--- src/ptd_pkg.sv ---
// Package for the periodic task dispatcher: request and result transfer types,
// request codes, the slot record kept in memory and the slot update result.
// No dependencies.
package ptd_pkg;

   localparam logic [2:0] REQ_TICK    = 3'd0;
   localparam logic [2:0] REQ_RUN     = 3'd1;
   localparam logic [2:0] REQ_CREATE  = 3'd2;
   localparam logic [2:0] REQ_DISABLE = 3'd3;
   localparam logic [2:0] REQ_RESUME  = 3'd4;
   localparam logic [2:0] REQ_SETPER  = 3'd5;
   localparam logic [2:0] REQ_QUERY   = 3'd6;

   localparam logic KIND_FIRE  = 1'b0;
   localparam logic KIND_QUERY = 1'b1;

   localparam logic [14:0]        IDLE_PERIOD   = 15'd30000;
   localparam logic signed [15:0] CD_DISPATCHED = -16'sd1;
   localparam logic [3:0]         MAX_FIRES     = 4'd8;

   typedef struct packed {
      logic [2:0]         req_type;
      logic [2:0]         slot;
      logic signed [15:0] repeat_count;
      logic [14:0]        period_value;
   } req_item_type;

   typedef struct packed {
      logic       kind;
      logic [2:0] fired_slot;
      logic       busy_res;
      logic       last;
   } rsp_item_type;

   typedef struct packed {
      logic signed [15:0] repeats;
      logic [14:0]        period;
      logic signed [15:0] countdown;
   } slot_word_type;

   localparam int SLOT_WORD_W = $bits(slot_word_type);

   typedef enum logic [1:0] {
      OP_TICK,
      OP_RUN,
      OP_SETPER
   } slot_op_type;

   typedef struct packed {
      slot_word_type word;
      logic          active;
      logic          fire;
   } slot_upd_type;

endpackage

--- src/ptd_ram.sv ---
// Generic single-clock RAM: one write port and one read port with registered
// read data. No dependencies.
module ptd_ram #(
   parameter int WIDTH = 8,
   parameter int DEPTH = 8
) (
   input  logic                                      clock,
   input  logic                                      wr_en,
   input  logic [(DEPTH > 1 ? $clog2(DEPTH) : 1)-1:0] wr_addr,
   input  logic [WIDTH-1:0]                          wr_data,
   input  logic [(DEPTH > 1 ? $clog2(DEPTH) : 1)-1:0] rd_addr,
   output logic [WIDTH-1:0]                          rd_data
);

   logic [WIDTH-1:0] mem_ff [DEPTH];
   logic [WIDTH-1:0] rd_data_ff;

   always_ff @(posedge clock) begin
      if (wr_en) begin
         mem_ff[wr_addr] <= wr_data;
      end
      rd_data_ff <= mem_ff[rd_addr];
   end

   assign rd_data = rd_data_ff;

endmodule

--- src/ptd_slot_alu.sv ---
// Shared slot update unit: computes the new record, active flag and fire flag
// of one slot for a tick, a run scan step or a set period.
// Depends on ptd_pkg.
module ptd_slot_alu
   import ptd_pkg::*;
(
   input  slot_op_type   op,
   input  slot_word_type word_cur,
   input  logic          active_cur,
   input  logic [14:0]   period_new,
   output slot_upd_type  upd
);

   always_comb begin
      upd.word   = word_cur;
      upd.active = active_cur;
      upd.fire   = 1'b0;
      case (op)
         OP_TICK: begin
            if (word_cur.countdown > 16'sd0) begin
               upd.word.countdown = word_cur.countdown - 16'sd1;
            end
         end
         OP_RUN: begin
            if (active_cur && word_cur.countdown == 16'sd0) begin
               upd.word.countdown = CD_DISPATCHED;
               if (word_cur.repeats != 16'sd0) begin
                  upd.word.countdown = signed'({1'b0, word_cur.period});
                  upd.fire           = 1'b1;
               end
               if (word_cur.repeats > 16'sd0) begin
                  upd.word.repeats = word_cur.repeats - 16'sd1;
                  if (word_cur.repeats == 16'sd1) begin
                     upd.active = 1'b0;
                  end
               end
            end
         end
         OP_SETPER: begin
            upd.word.period = (period_new == 15'd0) ? IDLE_PERIOD : period_new;
         end
         default: begin
         end
      endcase
   end

endmodule

--- src/periodic_task_dispatcher_unit.sv ---
// Top level of the periodic task dispatcher: command sequencer, slot memory,
// active and written flags, and the registered result port.
// Depends on ptd_pkg, ptd_ram and ptd_slot_alu.
//
// A command is taken when start is high and busy is low. Create, disable,
// resume, query and unknown commands leave busy low. Set period of a slot in
// range is a read-modify-write of that slot and keeps busy high until the
// slot is written back. A tick walks every slot in the LOOP state; a run
// scan walks every slot and then closes out in the FLUSH state. The walk
// handles one slot per cycle, which is what the slot memory allows with its
// one read and one write port feeding the single shared slot update unit.
// Results leave through a register and are shown for exactly one cycle with
// rsp_strobe; the receiver cannot hold them off, so it must take every strobe.
// A query answer appears in the cycle after its transfer. Each fire result of
// a run scan is held back until the next fire or the end of the scan shows
// whether it is the final result of the command; at most eight fire results
// are produced per scan, although every due slot is still updated. The slot
// memory needs no clearing pass: a flag per slot marks entries that have been
// written, and an unwritten entry reads as zero.
module periodic_task_dispatcher_unit
   import ptd_pkg::*;
#(
   parameter int NUM_SLOTS = 8
) (
   input  logic         clock,
   input  logic         reset,
   input  logic         start,
   output logic         busy,
   input  req_item_type req_item,
   output logic         rsp_strobe,
   output rsp_item_type rsp_item
);

   localparam int              IDX_W    = (NUM_SLOTS > 1) ? $clog2(NUM_SLOTS) : 1;
   localparam logic [IDX_W-1:0] LAST_IDX = IDX_W'(NUM_SLOTS - 1);
   localparam logic [6:0]       SLOTS_L  = 7'(NUM_SLOTS);

   typedef enum logic [1:0] {
      S_IDLE,
      S_LOOP,
      S_FLUSH
   } state_type;

   state_type         state_ff, state_in;
   slot_op_type       op_ff, op_in;
   logic [IDX_W-1:0]  idx_ff, idx_in;
   logic              single_ff, single_in;
   logic [14:0]       per_ff, per_in;
   logic [3:0]        fire_cnt_ff, fire_cnt_in;
   logic              pend_valid_ff, pend_valid_in;
   logic [2:0]        pend_slot_ff, pend_slot_in;
   logic              rsp_strobe_ff, rsp_strobe_in;
   rsp_item_type      rsp_item_ff, rsp_item_in;
   logic [NUM_SLOTS-1:0] active_ff, active_in;
   logic [NUM_SLOTS-1:0] valid_ff, valid_in;
   logic              rd_valid_ff, rd_valid_in;

   logic              accept;
   logic [6:0]        slot_ext;
   logic [6:0]        idx_ext;
   logic              slot_ok;
   logic [IDX_W-1:0]  cmd_addr;
   logic [IDX_W-1:0]  rd_addr;
   logic              wr_en;
   logic [IDX_W-1:0]  wr_addr;
   slot_word_type     wr_word;
   logic [SLOT_WORD_W-1:0] rd_data;
   slot_word_type     cur_word;
   slot_upd_type      upd;
   logic              scan_end;

   assign accept   = start && (state_ff == S_IDLE);
   assign slot_ext = 7'(req_item.slot);
   assign idx_ext  = 7'(idx_ff);
   assign slot_ok  = slot_ext < SLOTS_L;
   assign cmd_addr = slot_ext[IDX_W-1:0];
   assign scan_end = single_ff || (idx_ff == LAST_IDX);

   // The walk reads the next slot while the current one is written back.
   always_comb begin
      if (state_ff == S_LOOP) begin
         rd_addr = idx_ff + IDX_W'(1);
      end else if (req_item.req_type == REQ_SETPER) begin
         rd_addr = cmd_addr;
      end else begin
         rd_addr = '0;
      end
   end

   ptd_ram #(
      .WIDTH(SLOT_WORD_W),
      .DEPTH(NUM_SLOTS)
   ) u_ram (
      .clock   (clock),
      .wr_en   (wr_en),
      .wr_addr (wr_addr),
      .wr_data (wr_word),
      .rd_addr (rd_addr),
      .rd_data (rd_data)
   );

   // Entries never written read as the reset record of all zeros.
   assign cur_word = rd_valid_ff ? slot_word_type'(rd_data) : '0;

   ptd_slot_alu u_alu (
      .op         (op_ff),
      .word_cur   (cur_word),
      .active_cur (active_ff[idx_ff]),
      .period_new (per_ff),
      .upd        (upd)
   );

   always_comb begin
      state_in      = state_ff;
      op_in         = op_ff;
      idx_in        = idx_ff;
      single_in     = single_ff;
      per_in        = per_ff;
      fire_cnt_in   = fire_cnt_ff;
      pend_valid_in = pend_valid_ff;
      pend_slot_in  = pend_slot_ff;
      rsp_strobe_in = 1'b0;
      rsp_item_in   = rsp_item_ff;
      active_in     = active_ff;
      valid_in      = valid_ff;
      rd_valid_in   = valid_ff[rd_addr];
      wr_en         = 1'b0;
      wr_addr       = idx_ff;
      wr_word       = upd.word;

      case (state_ff)
         S_IDLE: begin
            if (accept) begin
               case (req_item.req_type)
                  REQ_TICK, REQ_RUN: begin
                     op_in         = (req_item.req_type == REQ_TICK) ? OP_TICK : OP_RUN;
                     idx_in        = '0;
                     single_in     = 1'b0;
                     fire_cnt_in   = '0;
                     pend_valid_in = 1'b0;
                     state_in      = S_LOOP;
                  end
                  REQ_SETPER: begin
                     if (slot_ok) begin
                        op_in     = OP_SETPER;
                        idx_in    = cmd_addr;
                        single_in = 1'b1;
                        per_in    = req_item.period_value;
                        state_in  = S_LOOP;
                     end
                  end
                  REQ_CREATE: begin
                     if (slot_ok) begin
                        wr_en                = 1'b1;
                        wr_addr              = cmd_addr;
                        wr_word.repeats      = req_item.repeat_count;
                        wr_word.period       = req_item.period_value;
                        wr_word.countdown    = signed'({1'b0, req_item.period_value});
                        active_in[cmd_addr]  = 1'b1;
                        valid_in[cmd_addr]   = 1'b1;
                     end
                  end
                  REQ_DISABLE, REQ_RESUME: begin
                     if (slot_ok) begin
                        active_in[cmd_addr] = (req_item.req_type == REQ_RESUME);
                     end
                  end
                  REQ_QUERY: begin
                     rsp_strobe_in          = 1'b1;
                     rsp_item_in.kind       = KIND_QUERY;
                     rsp_item_in.fired_slot = req_item.slot;
                     rsp_item_in.busy_res   = slot_ok && active_ff[cmd_addr];
                     rsp_item_in.last       = 1'b1;
                  end
                  default: begin
                  end
               endcase
            end
         end
         S_LOOP: begin
            wr_en            = 1'b1;
            active_in[idx_ff] = upd.active;
            valid_in[idx_ff]  = 1'b1;
            // A fire is held back until the next fire or the end of the scan
            // tells whether it is the final result of the command.
            if (upd.fire && fire_cnt_ff < MAX_FIRES) begin
               if (pend_valid_ff) begin
                  rsp_strobe_in          = 1'b1;
                  rsp_item_in.kind       = KIND_FIRE;
                  rsp_item_in.fired_slot = pend_slot_ff;
                  rsp_item_in.busy_res   = 1'b0;
                  rsp_item_in.last       = 1'b0;
               end
               pend_valid_in = 1'b1;
               pend_slot_in  = idx_ext[2:0];
               fire_cnt_in   = fire_cnt_ff + 4'd1;
            end
            if (scan_end) begin
               state_in = (op_ff == OP_RUN) ? S_FLUSH : S_IDLE;
            end else begin
               idx_in = idx_ff + IDX_W'(1);
            end
         end
         S_FLUSH: begin
            if (pend_valid_ff) begin
               rsp_strobe_in          = 1'b1;
               rsp_item_in.kind       = KIND_FIRE;
               rsp_item_in.fired_slot = pend_slot_ff;
               rsp_item_in.busy_res   = 1'b0;
               rsp_item_in.last       = 1'b1;
            end
            pend_valid_in = 1'b0;
            state_in      = S_IDLE;
         end
         default: begin
            state_in = S_IDLE;
         end
      endcase
   end

   always_ff @(posedge clock) begin
      if (reset) begin
         state_ff      <= S_IDLE;
         op_ff         <= OP_TICK;
         idx_ff        <= '0;
         single_ff     <= 1'b0;
         fire_cnt_ff   <= '0;
         pend_valid_ff <= 1'b0;
         rsp_strobe_ff <= 1'b0;
         active_ff     <= '0;
         valid_ff      <= '0;
         rd_valid_ff   <= 1'b0;
      end else begin
         state_ff      <= state_in;
         op_ff         <= op_in;
         idx_ff        <= idx_in;
         single_ff     <= single_in;
         fire_cnt_ff   <= fire_cnt_in;
         pend_valid_ff <= pend_valid_in;
         rsp_strobe_ff <= rsp_strobe_in;
         active_ff     <= active_in;
         valid_ff      <= valid_in;
         rd_valid_ff   <= rd_valid_in;
      end
      per_ff       <= per_in;
      pend_slot_ff <= pend_slot_in;
      rsp_item_ff  <= rsp_item_in;
   end

   assign busy       = (state_ff != S_IDLE);
   assign rsp_strobe = rsp_strobe_ff;
   assign rsp_item   = rsp_item_ff;

endmodule

--- config.mk ---
export PLATFORM = sky130hd
export DESIGN_NAME = periodic_task_dispatcher_unit
export DESIGN_NICKNAME = d
export VERILOG_FILES = /design/src/ptd_pkg.sv /design/src/ptd_ram.sv /design/src/ptd_slot_alu.sv /design/src/periodic_task_dispatcher_unit.sv
export SDC_FILE = /design/constraint.sdc
export NUM_CORES = 1
export LEC_CHECK = 0
export ABC_AREA = 1
export BUFFER_PORTS_ARGS = -buffer_cell sky130_fd_sc_hd__buf_2
export CORE_MARGIN = 2
export CORE_UTILIZATION = 40
export CTS_BUF_LIST = sky130_fd_sc_hd__clkbuf_16
export DETAILED_ROUTE_END_ITERATION = 8
export SLEW_MARGIN = 20
export SYNTH_ARGS = -nofsm -noshare
export SYNTH_HDL_FRONTEND = slang
export SYNTH_SLANG_ARGS = --single-unit
--- constraint.sdc ---
create_clock -name clock -period 5.81 [get_ports clock]
set_clock_uncertainty 0.2 [all_clocks]
set_input_delay 0.8715 -clock clock [delete_from_list [all_inputs] [get_ports clock]]
set_output_delay 0.8715 -clock clock [all_outputs]
set_load 0.03 [all_outputs]
Yosys cells after proc, flatten, opt, wreduce, memory -nomap -nowiden:

Memories as Yosys holds them, arrays and structs flattened. A register that Yosys moved wholly into a read port is not among the register bits.
Cells that the tools add are included.

* word-level logic and storage cells: 175
* register bits after elaboration: 55
* memories: 1
* bits in writable memories: 376

Memory list
* u_ram.mem_ff: depth 8, width 47, read ports 1, clocked after Yosys merged registers in 1, write ports 1, RTL line ptd_ram.sv:15 `logic [WIDTH-1:0] mem_ff [DEPTH];`

* reductions and logical operators: 29
* add/sub/neg operators: 4
* multiplexer cells: 85
* magnitude comparators: 9
* bitwise gates (word level): 3
* equal/unequal tests: 28

Operators by type and width (number)
* 47-bit two-way mux: 5
* 16-bit two-way mux: 5
* 8-bit two-way mux: 6
* 8-bit case mux with 2 select lines: 3
* 16-bit by 1-bit greater-than comparator with 1-bit output (second input constant): 2
* 16-bit case mux with 2 select lines: 1
* 16-bit by 2-bit subtractor with 16-bit output (second input constant): 2
* 15-bit two-way mux: 2
* 6-bit two-way mux: 5
* 4-bit AND reduction: 7
* 3-bit two-way mux: 8
* 8-bit OR: 3
* 1-bit two-way mux: 22
* 18-bit two-way mux: 1
* 6-bit case mux with 3 select lines: 1
* 8-bit bitwise mux: 2
* 16-bit by 2-bit equality test with 1-bit output (second input constant): 1
* 16-bit zero test: 1
* 3-bit by 4-bit less-than comparator with 1-bit output (second input constant): 4
* 16-bit nonzero test: 1
* 15-bit zero test: 1
* 2-bit inequality test (second input constant): 7
* 3-bit equality test (second input constant): 4
* 2-bit two-way mux: 6
* 29 further kinds: 58

Longest topological paths before layout:

* depth in word-level cells: 10
* depth in mapped cells: 18
* mapped depth without buffers: 16

Hierarchy:

From an unflattened synthesis, not the netlist that was laid out.

* cell total of the unflattened synthesis: 2685
* area total of the unflattened synthesis: 23094.6 sq um

By module, submodules not included
* ptd_ram: times used 1, seq. area each 12231.7 sq um, cells each 1690, area each 17367.9 sq um
* periodic_task_dispatcher_unit: times used 1, seq. area each 1321.3 sq um, cells each 605, area each 3802.4 sq um
* ptd_slot_alu: times used 1, seq. area each 0.0 sq um, cells each 390, area each 1924.3 sq um

Worst setup path before layout:

OpenSTA, ideal clock, no wires.

* path type: input to register
* start: input req_item[36] (netlist name)
* end: memory u_ram.mem_ff[2][0] (netlist name), enable pin
* arrival time: 3.938 ns
* library setup time: 0.452 ns
* setup slack: 1.221 ns
* stages on the path: 10
* cell sequence: inv_1 -> nand3_1 -> nor2_2 -> inv_1 -> clkbuf_1 -> nand2_1 -> o21ai_0 -> inv_1 -> nand2_1 -> nor2_1

* cells in the longest elaborated chain, start to end: 6

Ends and longest elaborated chain
* start, declared: RTL line periodic_task_dispatcher_unit.sv:29 `input req_item_type req_item,`
* 3-bit by 2-bit equality test with 1-bit output *: RTL line periodic_task_dispatcher_unit.sv:134 `case (req_item.req_type)`
* 1-bit two-way mux: RTL line periodic_task_dispatcher_unit.sv:134
* 1-bit two-way mux: RTL line periodic_task_dispatcher_unit.sv:133 `if (accept) begin`
* 1-bit case mux with 2 select lines: RTL line periodic_task_dispatcher_unit.sv:131 `case (state_ff)`
* 1-bit two-way mux: RTL line ptd_ram.sv:19 `if (wr_en) begin`
* 1-bit two-way mux (implied by the code): RTL line ptd_ram.sv:20 `mem_ff[wr_addr] <= wr_data;`
* end, declared: RTL line ptd_ram.sv:15

Mark *: on every way between the ends. The rest lies on a longest branch, timed or not.

Final worst setup path:

* start: register state_ff[1]
* end: memory u_ram.mem_ff[1][22] (netlist name), enable pin

* cells in the longest elaborated chain, start to end: 6

Ends and longest elaborated chain
* start, declared: RTL line periodic_task_dispatcher_unit.sv:44 `state_type state_ff, state_in;`
* start signal, assigned: RTL line periodic_task_dispatcher_unit.sv:234 `state_ff <= state_in;`
* 2-bit zero test: RTL line periodic_task_dispatcher_unit.sv:72, periodic_task_dispatcher_unit.sv:131
* 1-bit logical AND: RTL line periodic_task_dispatcher_unit.sv:72 `assign accept = start && (state_ff == S_IDLE);`
* 1-bit two-way mux: RTL line periodic_task_dispatcher_unit.sv:133
* 1-bit case mux with 2 select lines: RTL line periodic_task_dispatcher_unit.sv:131
* 1-bit two-way mux: RTL line ptd_ram.sv:19
* 1-bit two-way mux (implied by the code): RTL line ptd_ram.sv:20

Several ways; a longest one is shown, not always the timed one.

==> insert_results.sql <==
INSERT INTO impl_metrics (metric_group, metric, value, unit) VALUES
('outcome', 'status', 'finished clean', ''),
('global_routing', 'grt_util_all_layers', '19.4', '%'),
('floorplanning', 'num_rows', '83', ''),
('critical_path', 'arrival', '3.75', 'ns'),
('clocking', 'cts.repair.resized', '0', ''),
('power', 'power.static_leakage', '8.73', 'nW'),
('yosys', 'synth.avg_cell_area', '10.4', 'um2'),
('clocking', 'clk-insertion-delay-late', '0.60', 'ns'),
('power', 'switching_power_total', '4.53', 'mW'),
('yosys', 'distinct_cell_type_count_after_synthesis', '44', ''),
('power', 'switching_share', '37.2', '%'),
('global_routing', 'grt_util_met2', '31.0', '%'),
('critical_path', 'critical_path.cell_chain', 'inv_1 > ha_1 > nand2_1 > nor2_2 > buf_4 > inv_2 > o21ai_0 > nand2_1 > nor2_4 > buf_4', ''),
('cells_and_area', 'multi_input_area', '6320', 'um2'),
('yosys', 'synth_area', '20700', 'um2'),
('clocking', 'clock_transition_at_the_register_clock_pins_on_the_worst_setup_and_hold_paths_after_cts', '0.06', 'ns'),
('timing', 'worst_slack', '2.09', 'ns'),
('clocking', 'clk_path_buf_depth', '3', ''),
('routing', 'drt_iter0_markers', '1303', ''),
('clocking', 'cts_tree', 'yes', ''),
('floorplanning', 'die_w', '231', 'um'),
('routing', 'drtAntennaViolNets', '0', ''),
('placement', 'globalplace.congestion', '0.875', ''),
('placement', 'preCtsSetupSlack', '1.81', 'ns'),
('placement', 'hpwl', '30.5', 'mm'),
('floorplanning', 'effective_utilization_at_floorplan', '40.4', '%'),
('floorplanning', 'die_span_in_y', '231', 'um'),
('timing', 'tightest_slew', '0.953', 'ns'),
('clocking', 'root_buffer', 'sky130_fd_sc_hd__clkbuf_16', ''),
('global_routing', 'grt_overflow_total', '0', ''),
('placement', 'place.port_buffers', '47', ''),
('power', 'share_of_power_burned_in_the_clock_network', '25.8', '%'),
('yosys', 'syn-num-nets', '2043', ''),
('placement', 'numPlacedInstances', '2642', ''),
('cells_and_area', 'antenna_cells_inserted', '0', ''),
('power', 'seq_power_share', '40.1', '%'),
('min_path', 'worstHoldPathCells', '2', ''),
('routing', 'first_drt_pass_iteration_count', '6', ''),
('power', 'power', '12.2', 'mW'),
('critical_path', 'ff2ff_path_depth', '10', ''),
('timing', 'grt_setup_unrepaired', 'false', ''),
('critical_path', 'end_kind', 'register', ''),
('global_routing', 'wire_length_of_the_first_global_routing_pass', '81.4', 'mm'),
('power', 'combPwrFrac', '34.1', '%'),
('floorplanning', 'area_of_the_core_region', '51200', 'um2'),
('clocking', 'clkSinkCount', '477', ''),
('cells_and_area', 'proportion_of_layout_cells_with_a_drive_suffix_above_1', '10.9', '%'),
('power', 'ir_worst_vdd', '0.000334', 'V'),
('global_routing', 'gr-usage-met3', '2.92', '%'),
('clocking', 'number_of_setup_buffers_added_after_cts', '0', ''),
('yosys', 'yosys_warnings', '0', ''),
('routing', 'postRouteWirelength', '51.7', 'mm'),
('cells_and_area', 'sequential_cell_area', '13600', 'um2'),
('cells_and_area', 'finish.net_count', '2064', ''),
('routing', 'wl_per_cell', '18.9', 'um'),
('power', 'power.density_cell_area', '523', 'nW/um2'),
('yosys', 'postSynth.asyncResetShare', '0', '%'),
('power', 'cellInternalPower', '7.66', 'mW'),
('yosys', 'synth_enable_flop_cells', '400', ''),
('global_routing', 'gr-usage-met1', '27.7', '%'),
('clocking', 'cts.hold.buffers_added', '0', ''),
('yosys', 'synth_sequential_area_ratio', '65.5', '%'),
('clocking', 'number_of_buffers_created_by_cts', '50', ''),
('timing', 'count_of_pins_over_their_slew_limit', '0', ''),
('min_path', 'min-delay-path-class', 'reg -> reg', ''),
('timing', 'fin_crit', '3.72', 'ns'),
('critical_path', 'critPathLaunchType', 'register', ''),
('yosys', 'netlist_instances', '1993', ''),
('cells_and_area', 'area_delta_synth_final', '12.8', '%'),
('critical_path', 'max_stage_delay', '0.55', 'ns'),
('global_routing', 'busiest_layer', 'met2', '');
==> per-stage QoR <==
stage / area, um2 / utilization [%]
2_1_floorplan: 20700 / -
3_3_place_gp: 21700 / 42.4
3_5_place_dp: 21700 / 42.4
4_1_cts: 23300 / 45.6
5_1_grt: 23300 / 45.6
6_report: 23300 / 45.6
==> critical path: cells and delay by family (launching register included) <==
family	cells	cell delay (ns)
fa+ha+maj	1	0.27
buf+inv	4	1.17
simple gates	4	0.98
compound gates	1	0.36
flops	1	0.33
==> placed cells by master, fill, tap and decap left out, types with 3 or more instances in the layout <==
| cell | count |
|---|---|
| sky130_fd_sc_hd__o211ai_1 | 9 |
| sky130_fd_sc_hd__a21oi_1 | 63 |
| sky130_fd_sc_hd__nand2_1 | 386 |
| sky130_fd_sc_hd__nor4_1 | 5 |
| sky130_fd_sc_hd__edfxtp_1 | 400 |
| sky130_fd_sc_hd__nor2_4 | 13 |
| sky130_fd_sc_hd__or2_2 | 4 |
| sky130_fd_sc_hd__xor2_1 | 12 |
| sky130_fd_sc_hd__nand2_4 | 6 |
| sky130_fd_sc_hd__nand4_1 | 12 |
| sky130_fd_sc_hd__bufinv_16 | 5 |
| sky130_fd_sc_hd__nor3_1 | 5 |
| sky130_fd_sc_hd__nand2_2 | 24 |
| sky130_fd_sc_hd__o21ai_1 | 31 |
| sky130_fd_sc_hd__inv_2 | 11 |
| sky130_fd_sc_hd__clkinv_1 | 18 |
| sky130_fd_sc_hd__inv_1 | 109 |
| sky130_fd_sc_hd__a31oi_1 | 22 |
| sky130_fd_sc_hd__buf_4 | 15 |
| sky130_fd_sc_hd__clkinv_4 | 4 |
| sky130_fd_sc_hd__ha_1 | 10 |
| sky130_fd_sc_hd__dfxtp_1 | 76 |
| sky130_fd_sc_hd__nand3_1 | 75 |
| sky130_fd_sc_hd__clkinv_2 | 4 |
| sky130_fd_sc_hd__clkbuf_16 | 50 |
| sky130_fd_sc_hd__o22ai_1 | 114 |
| sky130_fd_sc_hd__buf_2 | 47 |
| sky130_fd_sc_hd__o211ai_2 | 3 |
| sky130_fd_sc_hd__nor2_1 | 278 |
| sky130_fd_sc_hd__o21ai_0 | 202 |
| sky130_fd_sc_hd__nor2_2 | 8 |
| sky130_fd_sc_hd__buf_12 | 9 |
==> registers in the layout, summed over array words and instances, names as in the netlist <==
name / flops
pend_slot_ff: 3
rsp_item: 6
active_ff: 8
fire_cnt_ff: 4
op_ff: 1
valid_ff: 8
u_ram.rd_data: 47
rsp_strobe: 1
u_ram.mem_ff: 376
rd_valid_ff: 1
single_ff: 1
idx_ff: 3
per_ff: 15
pend_valid_ff: 1
state_ff: 2
==> cell families after synthesis <==
group / after synthesis / share of synthesized area [%]
compound gates: 451 / 12.2
xor+xnor: 13 / 0.550
fa+ha+maj: 10 / 0.605
buf+inv: 218 / 4.34
flops: 477 / 65.5
simple gates: 824 / 16.8
==> area by class of cell <==
type	count	share of cell area, %
Sequential cell	477	58.1
Clock buffer	50	5.36
Multi-Input combinational cell	1298	27.1
Tap cell	680	3.65
Timing Repair Buffer	71	2.26
Inverter	116	1.92
Clock inverter	43	1.61
==> power groups by stage <==
stage / Clock, mW / Combinational [mW] / Sequential, mW
floorplan: 0 / 2.98 / 4.92
CTS: 3.20 / 4.16 / 4.89
detailed placement: 0 / 4.14 / 4.95
global route: 3.33 / 4.69 / 4.93
finish: 3.14 / 4.15 / 4.89
global placement: 0 / 4.08 / 4.95
==> synthesized netlist by cell type, types with 3 or more instances <==
| cell | number | share of area [%] |
|---|---|---|
| sky130_fd_sc_hd__nor3_1 | 5 | 0.12 |
| sky130_fd_sc_hd__ha_1 | 10 | 0.60 |
| sky130_fd_sc_hd__nand2_2 | 25 | 0.76 |
| sky130_fd_sc_hd__buf_6 | 6 | 0.33 |
| sky130_fd_sc_hd__o21ai_1 | 31 | 0.75 |
| sky130_fd_sc_hd__inv_2 | 10 | 0.18 |
| sky130_fd_sc_hd__nand3_1 | 75 | 1.8 |
| sky130_fd_sc_hd__nor2_1 | 287 | 5.2 |
| sky130_fd_sc_hd__inv_1 | 103 | 1.9 |
| sky130_fd_sc_hd__nand2_4 | 5 | 0.27 |
| sky130_fd_sc_hd__clkbuf_1 | 74 | 1.3 |
| sky130_fd_sc_hd__or2_2 | 4 | 0.12 |
| sky130_fd_sc_hd__a21oi_1 | 63 | 1.5 |
| sky130_fd_sc_hd__dfxtp_1 | 77 | 7.5 |
| sky130_fd_sc_hd__a31oi_1 | 22 | 0.67 |
| sky130_fd_sc_hd__buf_1 | 3 | 0.054 |
| sky130_fd_sc_hd__nand4_1 | 12 | 0.36 |
| sky130_fd_sc_hd__edfxtp_1 | 400 | 58 |
| sky130_fd_sc_hd__o211ai_1 | 9 | 0.33 |
| sky130_fd_sc_hd__o22ai_1 | 114 | 3.4 |
| sky130_fd_sc_hd__buf_2 | 18 | 0.44 |
| sky130_fd_sc_hd__nand2_1 | 386 | 7.0 |
| sky130_fd_sc_hd__xor2_1 | 12 | 0.51 |
| sky130_fd_sc_hd__nor2_2 | 7 | 0.21 |
| sky130_fd_sc_hd__o211ai_2 | 3 | 0.18 |
| sky130_fd_sc_hd__nor2_4 | 5 | 0.27 |
| sky130_fd_sc_hd__nor4_1 | 5 | 0.15 |
| sky130_fd_sc_hd__o21ai_0 | 202 | 4.9 |
==> final timing paths <==
| kind | endpoint | from | slack (ns) |
|---|---|---|---|
| min | valid_ff[4] | valid_ff[4] | 0.25 |
| min reg2reg | valid_ff[4] | valid_ff[4] | 0.25 |
| max reg2reg | u_ram.mem_ff[1][22] | state_ff[1] | 2.09 |
| max | u_ram.mem_ff[1][22] | state_ff[1] | 2.09 |
==> layer usage <==
layer  vias to the layer above  part of all wire, %
met5                         -                    0
met4                         0                  1.9
met3                        72                  5.3
met2                       406                   46
met1                      7172                   47
li1                       7019                    -
No activity file was read; power rests on OpenSTA's default activity.
